===== config.mk =====
export PLATFORM = sky130hd
export DESIGN_NAME = ima_adpcm_block_decoder_core_flat
export DESIGN_NICKNAME = d
export VERILOG_FILES = /design/src/hw/rtl/iadpcm_pkg.sv /design/src/hw/rtl/iadpcm_in_if.sv /design/src/hw/rtl/iadpcm_out_if.sv /design/src/hw/rtl/iadpcm_front.sv /design/src/hw/rtl/iadpcm_queue.sv /design/src/hw/rtl/iadpcm_back.sv /design/src/hw/rtl/ima_adpcm_block_decoder_core.sv /design/src/flat_wrapper.sv
export SDC_FILE = /design/constraint.sdc
export NUM_CORES = 1
export LEC_CHECK = 0
export BUFFER_PORTS_ARGS = -buffer_cell sky130_fd_sc_hd__buf_2
export CORE_ASPECT_RATIO = 0.9
export CORE_UTILIZATION = 30
export CTS_CLUSTER_DIAMETER = 40
export CTS_CLUSTER_SIZE = 16
export DETAILED_ROUTE_END_ITERATION = 8
export PLACE_DENSITY = 0.56
export SETUP_SLACK_MARGIN = 0.5
export SYNTH_ARGS = -nofsm -noshare
export SYNTH_HDL_FRONTEND = slang
export SYNTH_SLANG_ARGS = --single-unit

===== constraint.sdc =====
create_clock -name i_clk -period 10 [get_ports i_clk]
set_input_delay 1.5 -clock i_clk [delete_from_list [all_inputs] [get_ports i_clk]]
set_output_delay 1.5 -clock i_clk [all_outputs]
set_load 0.01 [all_outputs]

===== src/hw/rtl/iadpcm_pkg.sv =====
// Package for the IMA ADPCM block decoder: command types, limits and the
// step and index tables. No dependencies; all four modules import it.
package iadpcm_pkg;

    // Input opcodes.
    localparam logic [1:0] OP_HEADER   = 2'd0;
    localparam logic [1:0] OP_PAIR     = 2'd1;
    localparam logic [1:0] OP_TRAILING = 2'd2;
    localparam logic [1:0] OP_UNUSED   = 2'd3;

    localparam int IndexMax = 88;

    localparam logic signed [17:0] PRED_MAX = 18'sd32767;
    localparam logic signed [17:0] PRED_MIN = -18'sd32768;
    localparam logic [6:0]         IDX_MAX  = 7'd88;

    // Kind of a classified command in the queue.
    typedef enum logic [1:0] {
        KIND_HEADER = 2'd0,
        KIND_PAIR   = 2'd1,
        KIND_SINGLE = 2'd2
    } t_kind;

    // One queued command, as handed from the front end to the back end.
    typedef struct packed {
        t_kind              kind;
        logic signed [15:0] predictor;
        logic [6:0]         index_init;
        logic [7:0]         codes;
        logic               eob;
    } t_cmd;

    localparam logic [14:0] STEP_TABLE [0:IndexMax] = '{
        15'd7, 15'd8, 15'd9, 15'd10, 15'd11, 15'd12, 15'd13, 15'd14, 15'd16, 15'd17,
        15'd19, 15'd21, 15'd23, 15'd25, 15'd28, 15'd31, 15'd34, 15'd37, 15'd41, 15'd45,
        15'd50, 15'd55, 15'd60, 15'd66, 15'd73, 15'd80, 15'd88, 15'd97, 15'd107, 15'd118,
        15'd130, 15'd143, 15'd157, 15'd173, 15'd190, 15'd209, 15'd230, 15'd253, 15'd279,
        15'd307, 15'd337, 15'd371, 15'd408, 15'd449, 15'd494, 15'd544, 15'd598, 15'd658,
        15'd724, 15'd796, 15'd876, 15'd963, 15'd1060, 15'd1166, 15'd1282, 15'd1411,
        15'd1552, 15'd1707, 15'd1878, 15'd2066, 15'd2272, 15'd2499, 15'd2749, 15'd3024,
        15'd3327, 15'd3660, 15'd4026, 15'd4428, 15'd4871, 15'd5358, 15'd5894, 15'd6484,
        15'd7132, 15'd7845, 15'd8630, 15'd9493, 15'd10442, 15'd11487, 15'd12635,
        15'd13899, 15'd15289, 15'd16818, 15'd18500, 15'd20350, 15'd22385, 15'd24623,
        15'd27086, 15'd29794, 15'd32767
    };

    // Step size for an index; indices past the table end read the last entry.
    function automatic logic [14:0] step_size(input logic [6:0] idx);
        logic [14:0] s;
        if (idx > IDX_MAX) begin
            s = STEP_TABLE[IndexMax];
        end else begin
            s = STEP_TABLE[idx];
        end
        return s;
    endfunction

    // Index adjustment: small codes step down by one, large codes step up.
    function automatic logic signed [7:0] index_move(input logic [3:0] code);
        logic signed [7:0] m;
        if (code[2]) begin
            m = $signed({5'd0, code[1:0], 1'b0}) + 8'sd2;
        end else begin
            m = -8'sd1;
        end
        return m;
    endfunction

endpackage


===== src/hw/rtl/iadpcm_in_if.sv =====
// Input channel of the ADPCM decoder: valid/ready handshake and one input word.
// Depends on nothing.
interface iadpcm_in_if;
    logic               valid;
    logic               ready;
    logic [1:0]         opcode;
    logic signed [15:0] header_predictor;
    logic signed [7:0]  header_step_raw;
    logic [7:0]         payload_byte;
    logic               end_of_block;

    modport source (
        output valid, opcode, header_predictor, header_step_raw, payload_byte,
               end_of_block,
        input  ready
    );
    modport sink (
        input  valid, opcode, header_predictor, header_step_raw, payload_byte,
               end_of_block,
        output ready
    );
endinterface


===== src/hw/rtl/iadpcm_out_if.sv =====
// Output channel of the ADPCM decoder: valid/ready handshake and one sample word.
// Depends on nothing.
interface iadpcm_out_if;
    logic               valid;
    logic               ready;
    logic signed [15:0] sample;
    logic               last;

    modport source (output valid, sample, last, input ready);
    modport sink   (input valid, sample, last, output ready);
endinterface


===== src/hw/rtl/iadpcm_front.sv =====
// Front end of the ADPCM decoder: accepts input words, drops unused opcodes
// and classifies the rest into queue commands. Depends on iadpcm_pkg, iadpcm_in_if.
module iadpcm_front (
    iadpcm_in_if.sink        i_in,
    input  logic             i_q_full,
    output logic             o_push,
    output iadpcm_pkg::t_cmd o_cmd
);
    import iadpcm_pkg::*;

    // Accept whenever the queue has room; unused opcodes are swallowed.
    assign i_in.ready = !i_q_full;
    assign o_push     = i_in.valid && !i_q_full && (i_in.opcode != OP_UNUSED);

    // Classify the word and clamp the header step index into 0..88.
    always_comb begin
        o_cmd.predictor = i_in.header_predictor;
        o_cmd.codes     = i_in.payload_byte;
        o_cmd.eob       = i_in.end_of_block;
        if (i_in.header_step_raw < 8'sd0) begin
            o_cmd.index_init = 7'd0;
        end else if (i_in.header_step_raw > $signed({1'b0, IDX_MAX})) begin
            o_cmd.index_init = IDX_MAX;
        end else begin
            o_cmd.index_init = i_in.header_step_raw[6:0];
        end
        unique case (i_in.opcode)
            OP_HEADER: o_cmd.kind = KIND_HEADER;
            OP_PAIR:   o_cmd.kind = KIND_PAIR;
            default:   o_cmd.kind = KIND_SINGLE;
        endcase
    end
endmodule


===== src/hw/rtl/iadpcm_queue.sv =====
// Short command queue between the decoder's front and back ends.
// Depends on iadpcm_pkg.
module iadpcm_queue #(
    parameter int DEPTH = 4
) (
    input  logic             i_clk,
    input  logic             i_rst_n,
    input  logic             i_push,
    input  iadpcm_pkg::t_cmd i_cmd,
    input  logic             i_pop,
    output logic             o_full,
    output logic             o_not_empty,
    output iadpcm_pkg::t_cmd o_cmd
);
    import iadpcm_pkg::*;

    localparam int PW = (DEPTH > 1) ? $clog2(DEPTH) : 1;
    localparam int CW = $clog2(DEPTH + 1);
    localparam logic [PW-1:0] LAST_PTR = PW'(DEPTH - 1);
    localparam logic [CW-1:0] FULL_CNT = CW'(DEPTH);

    t_cmd          r_mem [DEPTH];
    logic [PW-1:0] r_wr_ptr, n_wr_ptr;
    logic [PW-1:0] r_rd_ptr, n_rd_ptr;
    logic [CW-1:0] r_count, n_count;

    assign o_full      = (r_count == FULL_CNT);
    assign o_not_empty = (r_count != '0);
    assign o_cmd       = r_mem[r_rd_ptr];

    // Pointer and fill-count updates.
    always_comb begin
        n_wr_ptr = r_wr_ptr;
        n_rd_ptr = r_rd_ptr;
        n_count  = r_count;
        if (i_push) begin
            n_wr_ptr = (r_wr_ptr == LAST_PTR) ? '0 : r_wr_ptr + 1'b1;
        end
        if (i_pop) begin
            n_rd_ptr = (r_rd_ptr == LAST_PTR) ? '0 : r_rd_ptr + 1'b1;
        end
        if (i_push && !i_pop) begin
            n_count = r_count + 1'b1;
        end else if (!i_push && i_pop) begin
            n_count = r_count - 1'b1;
        end
    end

    always_ff @(posedge i_clk) begin
        if (!i_rst_n) begin
            r_wr_ptr <= '0;
            r_rd_ptr <= '0;
            r_count  <= '0;
        end else begin
            r_wr_ptr <= n_wr_ptr;
            r_rd_ptr <= n_rd_ptr;
            r_count  <= n_count;
        end
    end

    // Storage needs no reset.
    always_ff @(posedge i_clk) begin
        if (i_push) begin
            r_mem[r_wr_ptr] <= i_cmd;
        end
    end
endmodule


===== src/hw/rtl/iadpcm_back.sv =====
// Back end of the ADPCM decoder: executes queued commands, one nibble a cycle
// while its output register has room. Depends on iadpcm_pkg, iadpcm_out_if.
module iadpcm_back (
    input  logic             i_clk,
    input  logic             i_rst_n,
    input  logic             i_q_not_empty,
    input  iadpcm_pkg::t_cmd i_cmd,
    output logic             o_pop,
    iadpcm_out_if.source     o_out
);
    import iadpcm_pkg::*;

    logic signed [15:0] r_pred, n_pred;
    logic [6:0]         r_idx, n_idx;
    logic               r_second, n_second;
    logic               r_out_valid, n_out_valid;
    logic signed [15:0] r_sample;
    logic               r_last;

    logic               can_out;
    logic               produce;
    logic               out_last;
    logic [3:0]         code;
    logic [15:0]        step;
    logic [15:0]        delta;
    logic signed [17:0] sum;
    logic signed [15:0] sat;
    logic signed [7:0]  idx_sum;
    logic [6:0]         idx_new;

    assign can_out = !r_out_valid || o_out.ready;

    // The second nibble of a payload word is the high one.
    assign code = r_second ? i_cmd.codes[7:4] : i_cmd.codes[3:0];

    // Delta from the step size, then a saturating update of the predictor.
    always_comb begin
        step  = {1'b0, step_size(r_idx)};
        delta = step >> 3;
        if (code[2]) begin
            delta = delta + step;
        end
        if (code[1]) begin
            delta = delta + (step >> 1);
        end
        if (code[0]) begin
            delta = delta + (step >> 2);
        end
        if (code[3]) begin
            sum = 18'(r_pred) - $signed({2'b00, delta});
        end else begin
            sum = 18'(r_pred) + $signed({2'b00, delta});
        end
        if (sum > PRED_MAX) begin
            sat = 16'sh7FFF;
        end else if (sum < PRED_MIN) begin
            sat = -16'sh8000;
        end else begin
            sat = sum[15:0];
        end
        idx_sum = $signed({1'b0, r_idx}) + index_move(code);
        if (idx_sum < 8'sd0) begin
            idx_new = 7'd0;
        end else if (idx_sum > $signed({1'b0, IDX_MAX})) begin
            idx_new = IDX_MAX;
        end else begin
            idx_new = idx_sum[6:0];
        end
    end

    // Command sequencing: headers load state, nibbles need room at the output.
    always_comb begin
        n_pred   = r_pred;
        n_idx    = r_idx;
        n_second = r_second;
        o_pop    = 1'b0;
        produce  = 1'b0;
        out_last = 1'b0;
        if (i_q_not_empty) begin
            unique case (i_cmd.kind)
                KIND_HEADER: begin
                    n_pred = i_cmd.predictor;
                    n_idx  = i_cmd.index_init;
                    o_pop  = 1'b1;
                end
                KIND_PAIR: begin
                    if (can_out) begin
                        produce  = 1'b1;
                        n_pred   = sat;
                        n_idx    = idx_new;
                        out_last = r_second && i_cmd.eob;
                        o_pop    = r_second;
                        n_second = !r_second;
                    end
                end
                KIND_SINGLE: begin
                    if (can_out) begin
                        produce  = 1'b1;
                        n_pred   = sat;
                        n_idx    = idx_new;
                        out_last = i_cmd.eob;
                        o_pop    = 1'b1;
                    end
                end
                default: begin
                    o_pop = 1'b1;
                end
            endcase
        end
        n_out_valid = produce || (r_out_valid && !o_out.ready);
    end

    always_ff @(posedge i_clk) begin
        if (!i_rst_n) begin
            r_pred      <= '0;
            r_idx       <= '0;
            r_second    <= 1'b0;
            r_out_valid <= 1'b0;
        end else begin
            r_pred      <= n_pred;
            r_idx       <= n_idx;
            r_second    <= n_second;
            r_out_valid <= n_out_valid;
        end
    end

    // Output word register.
    always_ff @(posedge i_clk) begin
        if (produce) begin
            r_sample <= sat;
            r_last   <= out_last;
        end
    end

    assign o_out.valid  = r_out_valid;
    assign o_out.sample = r_sample;
    assign o_out.last   = r_last;
endmodule


===== src/hw/rtl/ima_adpcm_block_decoder_core.sv =====
// IMA ADPCM block decoder. A header word loads the predictor and step index
// and gives no sample; a payload word gives two samples, low nibble first; a
// trailing word gives one sample from its low nibble; opcode 3 is dropped.
// The back end's single decode unit updates predictor and index at most once a
// cycle, so a payload word's nibbles are decoded one after the other. A short
// command queue separates input acceptance from decoding, and the registered
// output is refilled in the same cycle its sample is taken, so samples can
// leave one per cycle; a nibble waits while an untaken sample sits there.
// Depends on iadpcm_pkg, iadpcm_in_if, iadpcm_out_if and the submodules.
module ima_adpcm_block_decoder_core #(
    parameter int QUEUE_DEPTH = 4
) (
    input  logic          i_clk,
    input  logic          i_rst_n,
    iadpcm_in_if.sink     i_in,
    iadpcm_out_if.source  o_out
);
    import iadpcm_pkg::*;

    logic q_full;
    logic q_not_empty;
    logic push;
    logic pop;
    t_cmd front_cmd;
    t_cmd head_cmd;

    // Front end: accept and classify.
    iadpcm_front u_front (
        .i_in     (i_in),
        .i_q_full (q_full),
        .o_push   (push),
        .o_cmd    (front_cmd)
    );

    // Command queue.
    iadpcm_queue #(
        .DEPTH (QUEUE_DEPTH)
    ) u_queue (
        .i_clk       (i_clk),
        .i_rst_n     (i_rst_n),
        .i_push      (push),
        .i_cmd       (front_cmd),
        .i_pop       (pop),
        .o_full      (q_full),
        .o_not_empty (q_not_empty),
        .o_cmd       (head_cmd)
    );

    // Back end: decode and output.
    iadpcm_back u_back (
        .i_clk         (i_clk),
        .i_rst_n       (i_rst_n),
        .i_q_not_empty (q_not_empty),
        .i_cmd         (head_cmd),
        .o_pop         (pop),
        .o_out         (o_out)
    );
endmodule

===== src/flat_wrapper.sv =====
// flat-port wrapper written by rule: the top's interface ports become plain ports
module ima_adpcm_block_decoder_core_flat import iadpcm_pkg::*;
#(
    parameter int QUEUE_DEPTH = 4
)
  (i_clk, i_rst_n, i_in_valid, i_in_opcode, i_in_header_predictor, i_in_header_step_raw, i_in_payload_byte, i_in_end_of_block, i_in_ready, o_out_valid, o_out_sample, o_out_last, o_out_ready);
  iadpcm_in_if i_in_i ();
  iadpcm_out_if o_out_i ();
  input  logic i_clk;
  input  logic i_rst_n;
  input wire logic [$bits(i_in_i.valid)-1:0] i_in_valid;
  input wire logic [$bits(i_in_i.opcode)-1:0] i_in_opcode;
  input wire logic [$bits(i_in_i.header_predictor)-1:0] i_in_header_predictor;
  input wire logic [$bits(i_in_i.header_step_raw)-1:0] i_in_header_step_raw;
  input wire logic [$bits(i_in_i.payload_byte)-1:0] i_in_payload_byte;
  input wire logic [$bits(i_in_i.end_of_block)-1:0] i_in_end_of_block;
  output wire logic [$bits(i_in_i.ready)-1:0] i_in_ready;
  output wire logic [$bits(o_out_i.valid)-1:0] o_out_valid;
  output wire logic [$bits(o_out_i.sample)-1:0] o_out_sample;
  output wire logic [$bits(o_out_i.last)-1:0] o_out_last;
  input wire logic [$bits(o_out_i.ready)-1:0] o_out_ready;
  assign i_in_i.valid = i_in_valid;
  assign i_in_i.opcode = i_in_opcode;
  assign i_in_i.header_predictor = i_in_header_predictor;
  assign i_in_i.header_step_raw = i_in_header_step_raw;
  assign i_in_i.payload_byte = i_in_payload_byte;
  assign i_in_i.end_of_block = i_in_end_of_block;
  assign i_in_ready = i_in_i.ready;
  assign o_out_valid = o_out_i.valid;
  assign o_out_sample = o_out_i.sample;
  assign o_out_last = o_out_i.last;
  assign o_out_i.ready = o_out_ready;
  ima_adpcm_block_decoder_core #(.QUEUE_DEPTH(QUEUE_DEPTH)) u_core (.i_clk(i_clk), .i_rst_n(i_rst_n), .i_in(i_in_i), .o_out(o_out_i));
endmodule

==> flow_summary_export.csv, run 1 <==
group,metric,value,unit
clocking,cts_inserted_buffers,17,
layout,antenna_cells,0,
timing,relSlewSlack,31.4,%
timing,maxSlewViolCount,0,
setup_path,arrival,10190,ps
setup_path,cpMaxStageDelayCell,"or4_4",
layout,layout-drive-gt1-share,36.0,%
clocking,cts.sinks,187,
setup_path,crit_type,"flop to flop",
setup_path,start_kind,"flop",
global_route,globalRoute.busiestLayer,"met2",
global_route,antenna_found_initial,2,
min_path,hp-class,"flop to flop",
die,placementRows,74,
global_route,grt_util_met3,2.45,%
die,core_area,0.0457,mm2
global_route,grt_max_degree,48,
timing,worst_pin_slew,1000,ps
timing,fin_skew,18.2,ps
die,fp.dieArea,0.0477,mm2
clocking,clk_pin_slew,80,ps
detailed_routing,drt_iter0_markers,887,
detailed_routing,detail_route.wl_per_cell,18.8,um
clocking,cts_tree,"built",
setup_path,critPathRequiredTime,10310,ps
clocking,cts-root-buf,"clkbuf_16",
detailed_routing,postRouteAntennaNets,0,
global_route,overflow,0,
yosys,synth_area,0.0140,mm2
global_route,grt_pass1_vias,12062,
status,status,"finished, final reports clean",
timing,clock.fmax,101,MHz
detailed_routing,drt-total-wl,42700,um
global_route,met2_usage,27.7,%
die,dieHeight,207,um
place,place.gp.congestion,0.991,
yosys,avgSynthCellArea,9.97,um2
yosys,synthCells,1408,
clocking,clk_path_buf_depth,2,
clocking,worstSkewPairLatency,440,ps
yosys,yosys_warnings,0,
global_route,grt_first_pass_wirelength,66500,um
clocking,postCtsHoldBufs,0,
die,die_w,230,um
yosys,synth-edff-count,153,
flow_run,drv_cap,0,
yosys,ys_async_sr_fraction,0,%
setup_path,end_kind,"flop",
yosys,synth_top_cell_by_area,"edfxtp_1",
detailed_routing,dr.pass1.iters,6,
yosys,synth_top_area_share,32.7,%
detailed_routing,via_per_inst,5.42,
global_route,met1_usage,24.7,%
detailed_routing,remaining_drc_errors,0,
yosys,yosys_register_bits,187,
timing,rsz0062_at_grt,"true",
yosys,syn-num-nets,1536,
clocking,htree_levels,4,
place,hpwl,29900,um
detailed_routing,routed-via-count,12320,
yosys,synthFlopType,"edfxtp_1",
layout,synthToLayoutAreaGrowth,31.4,%
yosys,synth_area_leaders,"edfxtp_1, ha_1, mux4_2",
setup_path,crit_fanout,5,
timing,fin_crit,9880,ps
die,initial_core_util,30.7,%
layout,utilization,40.3,%
timing,hold_violations,0,
place,portBuffers,57,
yosys,ys_types,110,
die,boundaryPins,58,
layout,nNetsFinal,1781,
timing,setup_viol,0,
global_route,grt_usage,17.4,%
yosys,ys_seq_area_share,37.6,%
timing,finalCritPeriodShare,98.8,%
setup_path,critPathMaxStageDelay,530,ps
## cell type report
type | instances | area, um2
clock buffer | 17 | 425
timing repair buffer | 311 | 2440
sequential | 187 | 5290
clock inverter | 15 | 190
inverter | 50 | 209
tap | 608 | 761
multi-input combinational | 1086 | 9130
fill | 4411 | 27300
## Yosys cell counts (all sizes together), types with 6 or more instances
| library cell | n |
|---|---|
| or2 | 9 |
| o2111ai | 7 |
| o31ai | 12 |
| xor2 | 22 |
| nor2 | 90 |
| a311oi | 7 |
| o211a | 9 |
| o221ai | 6 |
| buf | 37 |
| nor4 | 7 |
| mux4 | 38 |
| nor3 | 21 |
| mux2 | 6 |
| a21boi | 14 |
| or3 | 14 |
| inv | 49 |
| o311ai | 7 |
| nand4 | 11 |
| nand2b | 32 |
| ha | 84 |
| o21bai | 9 |
| and3 | 12 |
| a31oi | 17 |
| nor2b | 31 |
| o21a | 10 |
| o41ai | 6 |
| a211oi | 18 |
| nand2 | 131 |
| o22ai | 6 |
| a211o | 6 |
| o211ai | 41 |
| clkbuf | 48 |
| mux2i | 17 |
| nor3b | 6 |
| nand3 | 36 |
| and2 | 24 |
| dfxtp | 34 |
| edfxtp | 153 |
| a21o | 28 |
| xnor2 | 36 |
| a21oi | 105 |
| nand3b | 6 |
| o21ai | 77 |
## flip-flops by register name, indices dropped and copies added (netlist names), 2 cells and up, named ones only
register,cells
u_core.u_queue.r_mem,136
u_core.u_back.o_out.sample,16
u_core.u_back.r_pred,16
u_core.u_back.r_idx,7
u_core.u_queue.r_count,3
u_core.u_queue.r_rd_ptr,2
u_core.u_queue.r_wr_ptr,2
## logic make-up after synthesis
group	Yosys count	share of synthesized area, %
buf+inv	135	4.38
mux	61	7.88
xor+xnor	58	3.73
fa+ha+maj	91	8.34
compound gates	427	21.8
flops	187	37.6
simple gates	449	16.3
## layer usage
| layer | up-vias | wire length (um) |
|---|---|---|
| met4 | 2 | 824 |
| met1 | 6043 | 19800 |
| li1 | 5860 | - |
| met2 | 361 | 19900 |
| met5 | - | 9 |
| met3 | 54 | 2170 |
## stage by stage
| stage | hold WS (ps) | std cells | TNS (ps) | instance area (um2) | setup WS (ps) |
|---|---|---|---|---|---|
| detailed placement | 502 | 2157 | -10660 | 16200 | -455 |
| global placement | 500 | 2157 | -5390 | 16200 | -276 |
| floorplan | 476 | 1408 | 0 | 14300 | 518 |
| CTS | 514 | 2257 | 0 | 17800 | 222 |
| global route | 551 | 2274 | -4840 | 18400 | -236 |
| finish | 515 | 2274 | 0 | 18400 | 123 |
## cell usage in the layout (no fill, tap or decap), drive strengths merged, types with 9 or more instances in the layout
cell type,instances
buf,309
edfxtp,153
nand2,131
a21oi,105
nor2,90
ha,84
o21ai,77
inv,55
o211ai,41
mux4,38
nand3,36
xnor2,36
dfxtp,34
nand2b,32
nor2b,31
a21o,28
and2,24
xor2,22
nor3,21
clkbuf,18
a211oi,18
mux2i,17
a31oi,17
or3,14
a21boi,14
and3,12
o31ai,12
nand4,11
o21a,10
o211a,9
o21bai,9
or2,9
## critical path: cells and delay by family (launching register included)
family          cells  cell delay, ps
simple gates       17            3690
compound gates     16            2910
fa+ha+maj           6            1760
buf+inv             6             740
flops               1             410
xor+xnor            2             250
## final timing paths
| check | cells past startpoint | from | slack [ps] | end |
|---|---|---|---|---|
| setup / recovery | 47 | u_core.u_back.r_idx[0]$_SDFFE_PN0P_ | 120 | u_core.u_back.r_pred[11]$_SDFFE_PN0P_ |
| hold / removal | 2 | u_core.u_queue.r_rd_ptr[0]$_SDFFE_PN0P_ | 510 | flop |
| setup reg to reg | 47 | u_core.u_back.r_idx[0]$_SDFFE_PN0P_ | 120 | u_core.u_back.r_pred[11]$_SDFFE_PN0P_ |
| hold reg to reg | 2 | u_core.u_queue.r_rd_ptr[0]$_SDFFE_PN0P_ | 510 | flop |
## what timing repair did
action,CTS,global route
cloned,2,1
pin swaps,53,62
gates resized for setup,92,126
buffers inserted,66,16
endpoints found under the setup margin,32,32
Power of run 1 is not shown: default switching activity piles up to over one toggle a cycle in this logic, so the estimate is an artifact.
==> run 2, diff against run 1 <==
--- a/config.mk
+++ b/config.mk
@@ -5,6 +5,7 @@
 export SDC_FILE = /design/constraint.sdc
 export NUM_CORES = 1
 export LEC_CHECK = 0
+export ABC_AREA = 1
 export BUFFER_PORTS_ARGS = -buffer_cell sky130_fd_sc_hd__buf_2
 export CORE_ASPECT_RATIO = 0.9
 export CORE_UTILIZATION = 30
==> run 2 against run 1 <==
Compared with the run above:
- core utilization is 6.1 points lower
- count of clock-buffer cells in the layout grew 1
- first-iteration DRC count increased by 31%
- sequential share of layout area is 6.2 points higher
- design area decreased by 18%
- global-route usage is 0.23 points lower
- synthesized cell count increased by 21%
- clock skew increased by 4.9 ps
- critical path depth is 7 higher
- via count decreased by 2.9%
- non-clock buffer count decreased by 227
- hold slack worse by 45 ps
==> flow_summary_export.csv, run 2 <==
group,metric,value,unit
setup_path,critPathRequiredTime,10320,ps
layout,synthToLayoutAreaGrowth,12.2,%
layout,largest-register,"u_core.u_queue.r_mem",
layout,n_fill_cell,4626,
yosys,synthCells,1700,
clocking,cts.sinks,187,
timing,relSlewSlack,32.9,%
detailed_routing,detail_route.wl_per_cell,16.6,um
flow_run,drv_cap,0,
yosys,synth-xor-area-share,2.52,%
timing,fin_setup_tns,0,ps
global_route,grt_pass1_vias,11306,
yosys,yosys_register_bits,187,
setup_path,crit_fanout,12,
place,portBuffers,57,
yosys,ys_async_sr_fraction,0,%
global_route,grt_usage,17.2,%
detailed_routing,drt-total-wl,39000,um
yosys,synthMuxAreaShare,0,%
yosys,synth_top_cell_by_area,"edfxtp_1",
die,die_w,226,um
yosys,synth_compound_area_share,14.6,%
setup_path,cpMaxStageDelayCell,"fa_1",
timing,fin_skew,23.2,ps
yosys,synth_area_leaders,"edfxtp_1, nand2_1, ha_1",
place,place.gp.congestion,0.934,
die,dieHeight,203,um
yosys,ys_seq_area_share,39.1,%
detailed_routing,remaining_drc_errors,0,
die,initial_core_util,30.5,%
yosys,synthFlopType,"edfxtp_1",
setup_path,end_kind,"flop",
layout,antenna_cells,0,
min_path,hp-class,"flop to flop",
timing,rsz0062_at_grt,"true",
global_route,antenna_found_initial,2,
setup_path,arrival,9030,ps
detailed_routing,routed-via-count,11967,
detailed_routing,via_per_inst,5.08,
yosys,syn-num-nets,1828,
clocking,htree_levels,4,
timing,clock.fmax,115,MHz
timing,finalCritPeriodShare,87.1,%
yosys,yosys.area_share.simple,27.6,%
setup_path,start_kind,"flop",
yosys,synth_top_area_share,34.0,%
timing,setup_viol,0,
die,boundaryPins,58,
layout,layout-drive-gt1-share,14.5,%
clocking,clk_pin_slew,70,ps
timing,hold_violations,0,
yosys,synth-edff-count,153,
clocking,cts_inserted_buffers,17,
die,core_area,0.0443,mm2
global_route,grt_max_degree,59,
yosys,yosys_warnings,0,
clocking,postCtsHoldBufs,0,
yosys,synth_area,0.0135,mm2
layout,nNetsFinal,1871,
die,fp.dieArea,0.0459,mm2
setup_path,reg2reg_slack,1290,ps
yosys,yosys-top-cells-count,"nand2_1, inv_1, edfxtp_1, nand3_1, nor2_1",
timing,fin_crit,8710,ps
yosys,avgSynthCellArea,7.94,um2
global_route,grt_first_pass_wirelength,62200,um
timing,maxSlewViolCount,0,
yosys,post-synth-top-count-cell,"nand2_1",
clocking,clk_path_buf_depth,2,
layout,layout_common_cells,"nand2_1, inv_1, edfxtp_1, nand3_1, nor2_1",
clocking,cts_tree,"built",
setup_path,cpMostUsedCell,"nand2_1",
clocking,worstSkewPairLatency,440,ps
die,placementRows,73,
global_route,overflow,0,
yosys,synth_top_family_by_area,"simple AND/OR/NAND/NOR gates",
status,status,"finished, final reports clean",
setup_path,crit_type,"flop to flop",
detailed_routing,postRouteAntennaNets,0,
place,hpwl,28300,um
yosys,synthAdderAreaFrac,8.53,%
clocking,cts-root-buf,"clkbuf_16",
detailed_routing,dr.pass1.iters,5,
detailed_routing,drt_iter0_markers,1163,
layout,largest_reg_flops,136,
setup_path,critPathMaxStageDelay,410,ps
yosys,ys_types,64,
layout,final_common_cell,"nand2_1",
timing,worst_pin_slew,1010,ps
[run 2: per-layer routing]
metal / part of all wire (%) / track usage (%) / vias up / routed length [um]
li1: - / - / 5905 / -
met1: 47 / 24.3 / 5623 / 18200
met2: 45 / 27.5 / 379 / 17800
met3: 5.9 / 1.90 / 56 / 2290
met4: 1.8 / 4.76 / 4 / 716
met5: 0.056 / 0 / - / 22
[run 2: kinds of logic (layout without fill, tap and decap cells)]
family,count (synthesis),in the layout
simple gates,803,805
flops,187,187
fa+ha+maj,89,89
xor+xnor,38,38
compound gates,340,340
buf+inv,243,297
[run 2: worst max-delay path: cells and delay by family, from the launching register on]
| family | cells | cell delay, ps |
|---|---|---|
| AOI/OAI and AO/OA | 11 | 2000 |
| xor gates and xnor gates | 4 | 760 |
| and+or+nand+nor | 28 | 3020 |
| buffers and inverters | 5 | 450 |
| DFF | 1 | 390 |
| adders and majority gates | 6 | 1960 |
[run 2: path summary, 6_finish.rpt]
kind	start	to	cells past startpoint
worst min-delay path	u_core.u_back.r_pred[0]$_SDFFE_PN0P_	u_core.u_back.r_pred[0]$_SDFFE_PN0P_	2
worst max register to register	u_core.u_back.r_idx[0]$_SDFFE_PN0P_	u_core.u_back.r_pred[13]$_SDFFE_PN0P_	54
worst min register to register	u_core.u_back.r_pred[0]$_SDFFE_PN0P_	u_core.u_back.r_pred[0]$_SDFFE_PN0P_	2
worst max-delay path	u_core.u_back.r_idx[0]$_SDFFE_PN0P_	u_core.u_back.r_pred[13]$_SDFFE_PN0P_	54
[run 2: layout make-up]
type / count / area, um2 / area share [%]
clock buffers: 18 / 429 / 2.83
clock inverters: 14 / 180 / 1.19
inverters: 181 / 694 / 4.58
multi-input cells: 1272 / 7320 / 48.3
flip-flops and latches: 187 / 5280 / 34.9
well taps: 600 / 751 / 4.96
repair buffers: 84 / 488 / 3.22
[run 2: metrics by stage]
step | area (um2) | util (%) | hold WS (ps) | worst slack [ps] | cells
floorplan | 13500 | - | 445 | 2040 | 1700
global placement | 14400 | 32.5 | 460 | 492 | 2320
detailed placement | 14400 | 32.5 | 464 | 556 | 2320
CTS | 15000 | 33.9 | 474 | 644 | 2352
global route | 15100 | 34.2 | 500 | 466 | 2356
finish | 15100 | 34.2 | 470 | 1290 | 2356
[run 2: what timing repair did]
item / CTS / global route
setup endpoints to repair: 1 / 32
buffers inserted: 0 / 2
pin swaps: 0 / 4
gates cloned: 0 / 2
endpoints found under the hold margin: 0 / 0
resized for setup: 1 / 27
Power of run 2 is left out for the same reason.
